==> src/wsd_pkg.sv <==
// Shared types and constants for the WebSocket frame deframer.
package wsd_pkg;

  // Parser phase within a frame header or payload
  typedef enum logic [2:0] {
    PH_FIRST,
    PH_SECOND,
    PH_EXT16,
    PH_EXT64,
    PH_MASK,
    PH_DATA
  } phase_e;

  typedef enum logic [1:0] {
    KIND_HEADER = 2'd0,
    KIND_DATA   = 2'd1,
    KIND_ERROR  = 2'd2
  } kind_e;

  typedef enum logic [2:0] {
    ERR_NONE      = 3'd0,
    ERR_RSV       = 3'd1,
    ERR_OPCODE    = 3'd2,
    ERR_UNMASKED  = 3'd3,
    ERR_NONMIN    = 3'd4,
    ERR_TOO_LARGE = 3'd5,
    ERR_CTRL_FRAG = 3'd6,
    ERR_CTRL_SIZE = 3'd7
  } err_e;

  // Configuration register indexes
  localparam logic CFG_MAX_PAYLOAD = 1'b0;
  localparam logic CFG_MAX_CTRL    = 1'b1;

  localparam logic [31:0] MAX_PAYLOAD_RST = 32'd1048576;
  localparam logic [6:0]  MAX_CTRL_RST    = 7'd125;

  // Known opcodes
  localparam logic [3:0] OP_CONT  = 4'h0;
  localparam logic [3:0] OP_TEXT  = 4'h1;
  localparam logic [3:0] OP_BIN   = 4'h2;
  localparam logic [3:0] OP_CLOSE = 4'h8;
  localparam logic [3:0] OP_PING  = 4'h9;
  localparam logic [3:0] OP_PONG  = 4'hA;

  // Length escape codes in the second header byte
  localparam logic [6:0] LEN_EXT16 = 7'd126;
  localparam logic [6:0] LEN_EXT64 = 7'd127;

  // Smallest lengths that need each extended form
  localparam logic [63:0] MIN_EXT16 = 64'd126;
  localparam logic [63:0] MIN_EXT64 = 64'd65536;

  localparam logic [3:0] HDR_CNT_EXT16 = 4'd2;
  localparam logic [3:0] HDR_CNT_EXT64 = 4'd8;
  localparam logic [3:0] HDR_CNT_MASK  = 4'd4;

  typedef struct packed {
    logic [31:0] max_payload;
    logic [6:0]  max_ctrl;
  } cfg_t;

  typedef struct packed {
    kind_e       kind;
    logic        fin;
    logic [3:0]  opcode;
    logic [31:0] payload_length;
    logic [7:0]  data_out;
    logic        last;
    err_e        err_code;
  } res_t;

endpackage

==> src/wsd_parser.sv <==
// Frame header parser, length checks and payload unmasking for one byte per cycle while adv_i is high.
module wsd_parser (
  input  logic            clk_i,
  input  logic            rst_ni,
  input  logic            adv_i,
  input  logic [7:0]      in_data_i,
  input  logic            in_restart_i,
  input  wsd_pkg::cfg_t   cfg_i,
  output logic            res_valid_o,
  output wsd_pkg::res_t   res_o
);

  wsd_pkg::phase_e phase_q, phase_d;
  logic        fin_q, fin_d;
  logic [3:0]  op_q, op_d;
  logic [63:0] acc_q, acc_d;
  logic [3:0]  cnt_q, cnt_d;
  logic [31:0] mask_q, mask_d;
  logic [31:0] rem_q, rem_d;
  logic [1:0]  pos_q, pos_d;
  logic        halted_q, halted_d;

  logic [63:0]   len_val;
  wsd_pkg::err_e len_err;
  logic          nonmin;
  logic          known_op;
  logic          cnt_last;
  logic [7:0]    key_byte;
  wsd_pkg::err_e err_w;
  logic          hdr_w;
  logic          dat_w;

  function automatic wsd_pkg::err_e length_check(input logic [63:0] len,
                                                 input logic fin,
                                                 input logic ctl,
                                                 input wsd_pkg::cfg_t cfg);
    wsd_pkg::err_e e;
    e = wsd_pkg::ERR_NONE;
    if (len > {32'b0, cfg.max_payload}) begin
      e = wsd_pkg::ERR_TOO_LARGE;
    end else if (ctl) begin
      if (!fin) begin
        e = wsd_pkg::ERR_CTRL_FRAG;
      end else if (len > {57'b0, cfg.max_ctrl}) begin
        e = wsd_pkg::ERR_CTRL_SIZE;
      end
    end
    return e;
  endfunction

  assign len_val  = (phase_q == wsd_pkg::PH_SECOND) ? {57'b0, in_data_i[6:0]}
                                                     : {acc_q[55:0], in_data_i};
  assign len_err  = length_check(len_val, fin_q, op_q[3], cfg_i);
  assign nonmin   = (phase_q == wsd_pkg::PH_EXT16) ? (len_val < wsd_pkg::MIN_EXT16)
                                                    : (len_val < wsd_pkg::MIN_EXT64);
  assign known_op = (in_data_i[3:0] == wsd_pkg::OP_CONT)  ||
                    (in_data_i[3:0] == wsd_pkg::OP_TEXT)  ||
                    (in_data_i[3:0] == wsd_pkg::OP_BIN)   ||
                    (in_data_i[3:0] == wsd_pkg::OP_CLOSE) ||
                    (in_data_i[3:0] == wsd_pkg::OP_PING)  ||
                    (in_data_i[3:0] == wsd_pkg::OP_PONG);
  assign cnt_last = (cnt_q == 4'd1);

  // Key bytes are used from the most significant one down
  always_comb begin
    unique case (pos_q)
      2'd0:    key_byte = mask_q[31:24];
      2'd1:    key_byte = mask_q[23:16];
      2'd2:    key_byte = mask_q[15:8];
      default: key_byte = mask_q[7:0];
    endcase
  end

  // Result selection
  always_comb begin
    err_w = wsd_pkg::ERR_NONE;
    hdr_w = 1'b0;
    dat_w = 1'b0;
    if (!in_restart_i && !halted_q) begin
      unique case (phase_q)
        wsd_pkg::PH_FIRST: begin
          if (in_data_i[6:4] != 3'b0) begin
            err_w = wsd_pkg::ERR_RSV;
          end else if (!known_op) begin
            err_w = wsd_pkg::ERR_OPCODE;
          end
        end
        wsd_pkg::PH_SECOND: begin
          if (!in_data_i[7]) begin
            err_w = wsd_pkg::ERR_UNMASKED;
          end else if (in_data_i[6:0] != wsd_pkg::LEN_EXT16 &&
                       in_data_i[6:0] != wsd_pkg::LEN_EXT64) begin
            err_w = len_err;
          end
        end
        wsd_pkg::PH_EXT16, wsd_pkg::PH_EXT64: begin
          if (cnt_last) begin
            err_w = nonmin ? wsd_pkg::ERR_NONMIN : len_err;
          end
        end
        wsd_pkg::PH_MASK: hdr_w = cnt_last;
        wsd_pkg::PH_DATA: dat_w = 1'b1;
        default: ;
      endcase
    end
  end

  always_comb begin
    res_valid_o          = (err_w != wsd_pkg::ERR_NONE) || hdr_w || dat_w;
    res_o.err_code       = err_w;
    res_o.fin            = (phase_q == wsd_pkg::PH_FIRST) ? in_data_i[7] : fin_q;
    res_o.opcode         = (phase_q == wsd_pkg::PH_FIRST) ? in_data_i[3:0] : op_q;
    res_o.data_out       = dat_w ? (in_data_i ^ key_byte) : 8'd0;
    if (err_w != wsd_pkg::ERR_NONE) begin
      res_o.kind           = wsd_pkg::KIND_ERROR;
      res_o.payload_length = 32'd0;
      res_o.last           = 1'b1;
    end else if (hdr_w) begin
      res_o.kind           = wsd_pkg::KIND_HEADER;
      res_o.payload_length = acc_q[31:0];
      res_o.last           = (acc_q[31:0] == 32'd0);
    end else begin
      res_o.kind           = wsd_pkg::KIND_DATA;
      res_o.payload_length = acc_q[31:0];
      res_o.last           = (rem_q == 32'd1);
    end
  end

  // Next state
  always_comb begin
    phase_d  = phase_q;
    fin_d    = fin_q;
    op_d     = op_q;
    acc_d    = acc_q;
    cnt_d    = cnt_q;
    mask_d   = mask_q;
    rem_d    = rem_q;
    pos_d    = pos_q;
    halted_d = halted_q;
    if (in_restart_i) begin
      phase_d  = wsd_pkg::PH_FIRST;
      fin_d    = 1'b0;
      op_d     = 4'd0;
      acc_d    = 64'd0;
      cnt_d    = 4'd0;
      mask_d   = 32'd0;
      rem_d    = 32'd0;
      pos_d    = 2'd0;
      halted_d = 1'b0;
    end else if (!halted_q) begin
      if (err_w != wsd_pkg::ERR_NONE) begin
        halted_d = 1'b1;
      end
      unique case (phase_q)
        wsd_pkg::PH_FIRST: begin
          fin_d  = in_data_i[7];
          op_d   = in_data_i[3:0];
          acc_d  = 64'd0;
          mask_d = 32'd0;
          pos_d  = 2'd0;
          rem_d  = 32'd0;
          if (err_w == wsd_pkg::ERR_NONE) begin
            phase_d = wsd_pkg::PH_SECOND;
          end
        end
        wsd_pkg::PH_SECOND: begin
          if (in_data_i[7]) begin
            if (in_data_i[6:0] == wsd_pkg::LEN_EXT16) begin
              acc_d   = 64'd0;
              phase_d = wsd_pkg::PH_EXT16;
              cnt_d   = wsd_pkg::HDR_CNT_EXT16;
            end else if (in_data_i[6:0] == wsd_pkg::LEN_EXT64) begin
              acc_d   = 64'd0;
              phase_d = wsd_pkg::PH_EXT64;
              cnt_d   = wsd_pkg::HDR_CNT_EXT64;
            end else begin
              acc_d = len_val;
              if (err_w == wsd_pkg::ERR_NONE) begin
                phase_d = wsd_pkg::PH_MASK;
                cnt_d   = wsd_pkg::HDR_CNT_MASK;
              end
            end
          end
        end
        wsd_pkg::PH_EXT16, wsd_pkg::PH_EXT64: begin
          acc_d = len_val;
          cnt_d = cnt_q - 4'd1;
          if (cnt_last && err_w == wsd_pkg::ERR_NONE) begin
            phase_d = wsd_pkg::PH_MASK;
            cnt_d   = wsd_pkg::HDR_CNT_MASK;
          end
        end
        wsd_pkg::PH_MASK: begin
          mask_d = {mask_q[23:0], in_data_i};
          cnt_d  = cnt_q - 4'd1;
          if (cnt_last) begin
            rem_d   = acc_q[31:0];
            pos_d   = 2'd0;
            phase_d = (acc_q[31:0] == 32'd0) ? wsd_pkg::PH_FIRST : wsd_pkg::PH_DATA;
          end
        end
        wsd_pkg::PH_DATA: begin
          rem_d = rem_q - 32'd1;
          pos_d = pos_q + 2'd1;
          if (rem_q == 32'd1) begin
            phase_d = wsd_pkg::PH_FIRST;
          end
        end
        default: phase_d = wsd_pkg::PH_FIRST;
      endcase
    end
  end

  always_ff @(posedge clk_i or negedge rst_ni) begin
    if (!rst_ni) begin
      phase_q  <= wsd_pkg::PH_FIRST;
      fin_q    <= 1'b0;
      op_q     <= 4'd0;
      acc_q    <= 64'd0;
      cnt_q    <= 4'd0;
      mask_q   <= 32'd0;
      rem_q    <= 32'd0;
      pos_q    <= 2'd0;
      halted_q <= 1'b0;
    end else if (adv_i) begin
      phase_q  <= phase_d;
      fin_q    <= fin_d;
      op_q     <= op_d;
      acc_q    <= acc_d;
      cnt_q    <= cnt_d;
      mask_q   <= mask_d;
      rem_q    <= rem_d;
      pos_q    <= pos_d;
      halted_q <= halted_d;
    end
  end

  a_err_halts: assert property (@(posedge clk_i) disable iff (!rst_ni)
    adv_i && res_valid_o && res_o.kind == wsd_pkg::KIND_ERROR |=> halted_q)
    else $error("error result did not halt the parser");

  a_halted_silent: assert property (@(posedge clk_i) disable iff (!rst_ni)
    halted_q && !in_restart_i |-> !res_valid_o)
    else $error("result produced while halted");

  a_rem_count: assert property (@(posedge clk_i) disable iff (!rst_ni)
    adv_i && phase_q == wsd_pkg::PH_DATA && !halted_q && !in_restart_i
    |=> rem_q == $past(rem_q) - 32'd1)
    else $error("payload byte count did not step down");

  a_err_last: assert property (@(posedge clk_i) disable iff (!rst_ni)
    res_valid_o && res_o.kind == wsd_pkg::KIND_ERROR |-> res_o.last)
    else $error("error result without last");

endmodule

==> src/wsd_out_reg.sv <==
// Result register between the parser and the output stream.
module wsd_out_reg (
  input  logic          clk_i,
  input  logic          rst_ni,
  input  logic          in_valid_i,
  input  wsd_pkg::res_t in_res_i,
  output logic          in_ready_o,
  output logic          out_valid_o,
  output wsd_pkg::res_t out_res_o,
  input  logic          out_ready_i
);

  logic          valid_q;
  wsd_pkg::res_t res_q;

  assign in_ready_o  = !valid_q || out_ready_i;
  assign out_valid_o = valid_q;
  assign out_res_o   = res_q;

  always_ff @(posedge clk_i or negedge rst_ni) begin
    if (!rst_ni) begin
      valid_q <= 1'b0;
    end else if (in_valid_i && in_ready_o) begin
      valid_q <= 1'b1;
    end else if (out_ready_i) begin
      valid_q <= 1'b0;
    end
  end

  always_ff @(posedge clk_i) begin
    if (in_valid_i && in_ready_o) begin
      res_q <= in_res_i;
    end
  end

endmodule

==> src/websocket_frame_deframer.sv <==
// Top level of the WebSocket client-to-server frame deframer.
// Takes one frame byte per transaction and sustains one byte per clock while the output
// accepts results; each byte passes an input register, one pass through the parser's
// next-state logic, and a result register. A byte with tuser set restarts
// the parser and clears a halt after a protocol error. The header result (kind 0) comes with
// the last masking key byte, then one kind 1 result per payload byte, unmasked; kind 2 reports
// the first violation and all bytes are dropped until restart. There is no clearing pass after
// reset. Write configuration only while no transaction is in flight.
module websocket_frame_deframer (
  input  logic        clk_i,
  input  logic        rst_ni,
  input  logic        s_axis_tvalid,
  output logic        s_axis_tready,
  input  logic [7:0]  s_axis_tdata,   // [7:0] data_in
  input  logic        s_axis_tuser,   // [0] restart
  output logic        m_axis_tvalid,
  input  logic        m_axis_tready,
  // [0] fin, [4:1] opcode, [36:5] payload_length, [44:37] data_out, [47:45] err_code
  output logic [47:0] m_axis_tdata,
  output logic [1:0]  m_axis_tuser,   // [1:0] kind
  output logic        m_axis_tlast,
  input  logic        cfg_valid_i,
  output logic        cfg_ready_o,
  input  logic        cfg_index_i,
  input  logic [31:0] cfg_data_i
);

  wsd_pkg::cfg_t cfg_q;
  logic          in_valid_q;
  logic [7:0]    in_data_q;
  logic          in_restart_q;
  logic          adv;
  logic          out_in_ready;
  logic          res_valid;
  wsd_pkg::res_t res;
  wsd_pkg::res_t out_res;

  assign cfg_ready_o   = 1'b1;
  assign adv           = in_valid_q && out_in_ready;
  assign s_axis_tready = !in_valid_q || adv;

  always_ff @(posedge clk_i or negedge rst_ni) begin
    if (!rst_ni) begin
      cfg_q.max_payload <= wsd_pkg::MAX_PAYLOAD_RST;
      cfg_q.max_ctrl    <= wsd_pkg::MAX_CTRL_RST;
    end else if (cfg_valid_i) begin
      unique case (cfg_index_i)
        wsd_pkg::CFG_MAX_PAYLOAD: cfg_q.max_payload <= cfg_data_i;
        wsd_pkg::CFG_MAX_CTRL:    cfg_q.max_ctrl    <= cfg_data_i[6:0];
        default: ;
      endcase
    end
  end

  always_ff @(posedge clk_i or negedge rst_ni) begin
    if (!rst_ni) begin
      in_valid_q <= 1'b0;
    end else if (s_axis_tready) begin
      in_valid_q <= s_axis_tvalid;
    end
  end

  always_ff @(posedge clk_i) begin
    if (s_axis_tvalid && s_axis_tready) begin
      in_data_q    <= s_axis_tdata;
      in_restart_q <= s_axis_tuser;
    end
  end

  wsd_parser u_parser (
    .clk_i        (clk_i),
    .rst_ni       (rst_ni),
    .adv_i        (adv),
    .in_data_i    (in_data_q),
    .in_restart_i (in_restart_q),
    .cfg_i        (cfg_q),
    .res_valid_o  (res_valid),
    .res_o        (res)
  );

  wsd_out_reg u_out_reg (
    .clk_i       (clk_i),
    .rst_ni      (rst_ni),
    .in_valid_i  (adv && res_valid),
    .in_res_i    (res),
    .in_ready_o  (out_in_ready),
    .out_valid_o (m_axis_tvalid),
    .out_res_o   (out_res),
    .out_ready_i (m_axis_tready)
  );

  assign m_axis_tdata = {out_res.err_code, out_res.data_out, out_res.payload_length,
                         out_res.opcode, out_res.fin};
  assign m_axis_tuser = out_res.kind;
  assign m_axis_tlast = out_res.last;

endmodule
==> config.mk <==
export PLATFORM = sky130hd
export DESIGN_NAME = websocket_frame_deframer
export DESIGN_NICKNAME = d
export VERILOG_FILES = /design/src/wsd_pkg.sv /design/src/wsd_parser.sv /design/src/wsd_out_reg.sv /design/src/websocket_frame_deframer.sv
export SDC_FILE = /design/constraint.sdc
export NUM_CORES = 1
export LEC_CHECK = 0
export ABC_AREA = 1
export ABC_CLOCK_PERIOD_IN_PS = 7500
export BUFFER_PORTS_ARGS = -buffer_cell sky130_fd_sc_hd__buf_4
export CELL_PAD_IN_SITES_DETAIL_PLACEMENT = 0
export CELL_PAD_IN_SITES_GLOBAL_PLACEMENT = 1
export CORE_MARGIN = 5
export CORE_UTILIZATION = 43
export CTS_CLUSTER_SIZE = 28
export DETAILED_ROUTE_END_ITERATION = 8
export PLACE_DENSITY = 0.87
export SYNTH_ARGS = -nofsm -noshare
export SYNTH_HDL_FRONTEND = slang
export SYNTH_HIERARCHICAL = 1
export SYNTH_SLANG_ARGS = --single-unit
==> constraint.sdc <==
create_clock -name clk_i -period 7.5 [get_ports clk_i]
set_input_delay 1.5 -clock clk_i [delete_from_list [all_inputs] [get_ports clk_i]]
set_output_delay 1.5 -clock clk_i [all_outputs]
set_load 0.01 [all_outputs]
# Yosys cells after proc, flatten, opt, wreduce, memory -nomap -nowiden
# Cells that the tools add are included.
# word_totals
output_inout_bits	54
word_cells	166
reg_bits	236
# op_classes
eq_ne	25
n_mux	69
n_lt_le_gt_ge	4
reduce_logical	41
bitwise_logic	2
n_addsub	3
# ops
op	count
56-bit two-way mux	5
56-bit one-hot mux with 3 select lines	1
32-bit two-way mux	5
32-bit one-hot mux with 3 select lines	1
64-bit by 32-bit > comparator with 1-bit output	1
64-bit by 7-bit > comparator with 1-bit output	1
64-bit by 17-bit < comparator with 1-bit output, second input constant	1
64-bit by 7-bit < comparator with 1-bit output, second input constant	1
64-bit two-way mux	1
32-bit one-hot mux with 2 select lines	1
3-bit two-way mux	21
4-bit two-way mux	10
32-bit by 1-bit equality test with 1-bit output, second input constant	1
32-bit zero test	1
32-bit by 1-bit subtractor with 32-bit output, second input constant	1
8-bit one-hot mux with 3 select lines	1
1-bit two-way mux	15
3-bit one-hot mux with 5 select lines	1
7-bit equality test, second input constant	2
7-bit != test, second input constant	2
4-bit equality test, second input constant	3
4-bit one-hot mux with 3 select lines	1
4-bit nonzero test	3
1-bit logical OR	9
other kinds (31)	55

# Longest topological paths before layout
# depth
ltp_word	19
depth_mapped	31
mapped_depth_nobuf	27

# Cells and area by module
# The synthesis kept the hierarchy.
# modules_own_cells
module	area_each_um2	n_inst	cells_per_inst
wsd_parser	8882.3	1	1259
websocket_frame_deframer	1936.9	1	192
wsd_out_reg	1576.5	1	57

# Worst setup path after synthesis
# No wires, ideal clock.
# synth_path
path_type	flip-flop to flip-flop
start	reg u_parser.phase_q[2]
end	reg u_out_reg.res_q (netlist bit u_out_reg/out_res_o[0]) (enable)
slack_ns	1.457
path_stages_with_launch	31
n_path_buf	5
required_ns	7.024
period_less_slack_ns	6.043
t_arrival_ns	5.567
path_cell_list	dfrtp_1 > buf_6 > inv_4 > nand3_4 > buf_6 > clkbuf_1 > buf_1 > nand2_1 > inv_1 > ha_1 > nand2_1 > nor2_1 > nand4_1 > inv_1 > nand4_1 > nor2_1 > nand2_1 > nand2_1 > nand2_1 > nand2_1 > nand2_1 > nand2_1 > nand2_1 > nand2_2 > buf_6 > nor2_1 > nand2_1 > inv_1 > nor2_1 > inv_1 > a21oi_1
# synth_via
elab_chain_cells	16
word_cells_on_any_way	32
classes_between	4 x order compare; 5 x eq/ne; 16 x mux; 7 x reduce/logical
# synth_lines
element	line_no	text
start, declared	wsd_parser.sv:13	wsd_pkg::phase_e phase_q, phase_d;
start signal, assigned	wsd_parser.sv:216	phase_q <= wsd_pkg::PH_FIRST;
start signal, assigned	wsd_parser.sv:226	phase_q <= phase_d;
3-bit by 1-bit equality test with 1-bit output	wsd_parser.sv:51, wsd_parser.sv:80	
64-bit two-way mux	wsd_parser.sv:51	assign len_val = (phase_q == wsd_pkg::PH_SECOND) ? {57'b0, in_data_i[6:0]}
64-bit by 7-bit > comparator with 1-bit output	wsd_parser.sv:44	end else if (len > {57'b0, cfg.max_ctrl}) begin
3-bit two-way mux	wsd_parser.sv:44	
3-bit two-way mux	wsd_parser.sv:42	if (!fin) begin
3-bit two-way mux	wsd_parser.sv:41	end else if (ctl) begin
3-bit two-way mux	wsd_parser.sv:39	if (len > {32'b0, cfg.max_payload}) begin
3-bit two-way mux, on equally long branches	wsd_parser.sv:98, wsd_parser.sv:91	
3-bit two-way mux, on equally long branches	wsd_parser.sv:97, wsd_parser.sv:89	
3-bit one-hot mux with 3 select lines	wsd_parser.sv:80	unique case (phase_q)
3-bit two-way mux	wsd_parser.sv:79	if (!in_restart_i && !halted_q) begin
3-bit nonzero test	wsd_parser.sv:109	res_valid_o = (err_w != wsd_pkg::ERR_NONE) || hdr_w || dat_w;
1-bit logical OR	wsd_parser.sv:109	
1-bit logical OR (*)	wsd_parser.sv:109	
net res_valid	websocket_frame_deframer.sv:34	logic res_valid;
1-bit logical AND (*)	websocket_frame_deframer.sv:84	.in_valid_i (adv && res_valid),
1-bit logical AND (*)	wsd_out_reg.sv:31	if (in_valid_i && in_ready_o) begin
end signal, assigned	wsd_out_reg.sv:32	res_q <= in_res_i;
end, declared	wsd_out_reg.sv:14	wsd_pkg::res_t res_q;
# Mark *: on every way through the listed nets, which the timed path passes. The rest lies on a longest branch.
# A chain may end at the register's enable or synchronous reset.

# Worst setup path after layout
# layout_path
start	reg u_parser.phase_q[2]
end	reg u_out_reg.res_q (netlist bit u_out_reg/out_res_o[30]) (enable)
# Same word-level chain as after synthesis.

==> metrics.txt <==
Hold EP=cfg_q[2]$_DFFE_PN1P_; GPL Wtd Cong=0.852; r2r endpoint=u_out_reg/out_res_o[30]$_DFFE_PP_; Reg2Reg Depth=26; grt total ovfl=0; synthesis-to-layout area growth=16.0%; Nets=1,669; CP Max Fanout=46; hold_buf cts=0; remaining antenna violation count=0; area of the multi-input gates=0.00490 mm2; GRT met3 Usage=2.36%; slowest cell on the critical path=a21oi_4; drt pass-1 iters=5; Die H=180 um; DP HPWL=21,900 um; CP most frequent cell=nand2_1; DRT iter0 DRCs=881; first-pass GRT wire length=52,400 um; fin. max-slew vios=0; CP Buf/Inv Count=6; slowest stage delay, CP=710 ps; EDFF count, synth=60; Setup CP Type=reg -> reg; Yosys reg bits=236; antenna violations before repair=0; setup bufs post-CTS=0; # clock sinks=236; synth top area cells=dfrtp_1, edfxtp_1, nand2_1, inv_1, o21ai_0; r2r setup slk=2000 ps; crit end category=register; number of I/O pins=101; asr flop ratio synth=74.6%; CTS tree=yes; core area=0.0285 mm2; count of port buffers added during placement=99; gr busiest metal=met2; Tmin final=5500 ps; top cell type's share of synthesized area=34.1%; Syn Std Cell Area=0.0124 mm2; RSZ-0062 raised after global routing=false; kind of cell adding the most delay to the critical path=simple AND/OR/NAND/NOR gates; setup total negative slack=0 ps; worst hold start=cfg_q[2]$_DFFE_PN1P_; R2R Path Start=u_parser/phase_q[2]$_DFFE_PN0P_; area of the die=0.0323 mm2; synth warn=6; Worst-Skew Late Latency=540 ps; register area=0.00621 mm2; CP Launch Type=register; H-tree Lvls=1; TritonCTS buffer count=27; vias=10,300; Worst EP required=7700 ps; max_slew headroom=28.8%; Syn Nets=1,596; Yosys top cell by area=dfrtp_1; CTS Root Cell=clkbuf_16; met1 Resource Use GR=27.5%; fillers=2,788; Max Cap Viol=0; final wirelength=32,000 um; post-synth cell types=48; Worst Tran Pin Value=1070 ps; CTS clk-pin slew, worst paths=60 ps; share of cells above drive strength 1=11.2%; Worst Hold Class=reg -> reg; vias in the first global route=10,000; P_leak=6.94 nW; CTS max path bufs=3; number of antenna diodes=0; crit share post-route=73.3%; DRC viols=0; pin count of the biggest net entering global routing=110; synthesized area per cell=8.22 um2; Global Route met2 Usage=31.4%; Area after DPL=0.0134 mm2; chip width=180 um; Design Area, Final=0.0144 mm2; Clock Skew=9.45 ps; Top FF cell, synth=dfrtp_1; Resized Gates After CTS=0; Achievable Freq=0.182 GHz; WL/cell=16.1 um; via density per instance=5.21; worst hold stages=2; final hold violations=0; final setup vio count=0; Cell Pwr Density=323 mW/mm2; Syn Inst Count=1,508; Starting Density=43.4%; status=finished clean; Tot GR Track Use=19.2%; Core Rows=62; Worst Path Arrival=5700 ps; VDD IR max=0.152 mV; Seq/Total Area, Yosys=50.1%
## metrics by stage
stage / total power [mW] / instances / setup slack (ps) / hold slack [ps] / utilization (%)
finish: 4.65 / 1986 / 2000 / 462 / 50.4
global route: 4.94 / 1986 / 1480 / 485 / 50.4
CTS: 4.67 / 1986 / 1990 / 465 / 50.4
detailed placement: 3.20 / 1936 / 2010 / 455 / 46.9
global placement: 3.17 / 1936 / 2190 / 454 / 46.9
floorplan: 2.75 / 1508 / 1460 / 442 / -
## worst max path at each step
stage          slack [ps]                             from  cells after the start                           endpoint
5_1_grt              1480  u_parser/phase_q[2]$_DFFE_PN0P_                     26  u_out_reg/out_res_o[25]$_DFFE_PP_
4_1_cts              1990  u_parser/phase_q[2]$_DFFE_PN0P_                     26  u_out_reg/out_res_o[26]$_DFFE_PP_
6_report             2000  u_parser/phase_q[2]$_DFFE_PN0P_                     26  u_out_reg/out_res_o[30]$_DFFE_PP_
3_3_place_gp         2190  u_parser/phase_q[2]$_DFFE_PN0P_                     26  u_out_reg/out_res_o[33]$_DFFE_PP_
3_5_place_dp         2010  u_parser/phase_q[2]$_DFFE_PN0P_                     26  u_out_reg/out_res_o[21]$_DFFE_PP_
2_1_floorplan        1460  u_parser/phase_q[2]$_DFFE_PN0P_                     30   u_out_reg/out_res_o[0]$_DFFE_PP_
## state kept, by name (all words and copies together), names as in the netlist, 3 cells and up
signal / cells
u_out_reg/out_res_o: 51
u_parser/cnt_q: 4
u_parser/op_q: 4
u_parser/acc_q: 56
u_parser/rem_q: 32
cfg_q: 39
u_parser/phase_q: 3
u_parser/mask_q: 32
in_data_q: 8
## worst register-to-register path, stage by stage (launching register included)
cell and delay (ps):
dfrtp_1 500, inv_4 130, nand3_4 370, nand2_1 180
inv_1 60, ha_1 280, nand2_1 70, nor2_1 140
nand4_1 100, inv_1 90, nand4_1 140, nor2_1 170
nand2_1 70, nand2_1 50, nand2_1 120, nand2_1 90
nand2_1 50, nand2_1 50, nand2_1 120, nand2_2 680
nor2_1 170, nand2_1 100, inv_1 50, nor2_1 90
inv_1 80, a21oi_4 710, buf_4 480
## power breakdown
group | total, mW | switching [mW] | internal [mW] | leakage (nW)
clock network | 1.45 | 0.533 | 0.917 | 0.472
registers | 1.65 | 0.135 | 1.52 | 2.94
logic | 1.54 | 1.07 | 0.474 | 3.53
total | 4.65 | 1.74 | 2.91 | 6.94
## synthesized netlist by cell type, types with 3 or more instances
library cell	count
nor3_1	20
clkbuf_1	39
a21oi_1	33
buf_4	4
nand3_1	132
nand2_1	281
dfstp_2	7
a22o_1	3
buf_2	8
xor2_1	13
buf_6	9
a31oi_1	3
dfrtp_1	169
o21bai_1	7
nor2_1	141
o32ai_1	6
o21ai_1	14
o22ai_1	50
nor4_1	7
ha_1	41
buf_1	4
o31ai_1	3
nand4_1	29
edfxtp_1	60
nor2_2	3
o221ai_1	3
o21ai_0	137
inv_1	254
## metal layers
layer / share of wire [%] / up-vias
li1: - / 5095
met1: 47 / 4894
met2: 46 / 299
met3: 5.0 / 53
met4: 1.9 / 0
met5: 0 / -
## cell usage in the layout (no fill, tap or decap), drive strengths merged, types with 2 or more instances in the layout
cell,count
o31ai,3
o21bai,7
nor4,8
nand3b,3
nand4,29
a31oi,3
edfxtp,60
clkbuf,37
a21oi,36
nand3,135
a22o,3
o22ai,50
a22oi,2
nor3,21
o32ai,6
clkinvlp,3
buf,108
xor2,13
o21a,2
xnor2,2
bufinv,6
clkinv,3
nand2,284
dfstp,7
nor2,144
ha,41
o221ai,3
inv,258
o21ai,151
dfrtp,169
## layout make-up
class	instances	area share, %
clock buffer	37	5.31
inverter	257	6.75
clock inverter	13	1.58
multi-input combinational	951	34.1
tap	384	3.34
sequential	236	43.2
timing repair buffer	108	5.67
## cell families after synthesis
family / Yosys count / synth area share [%]
xor gates and xnor gates: 15 / 1.06
and+or+nand+nor: 626 / 21.9
adders and majority gates: 41 / 4.14
other: 1 / 0.0303
buffers and inverters: 321 / 10.5
DFF: 236 / 50.1
AOI/OAI and AO/OA: 268 / 12.3
Power figures use the tool's default switching activity.
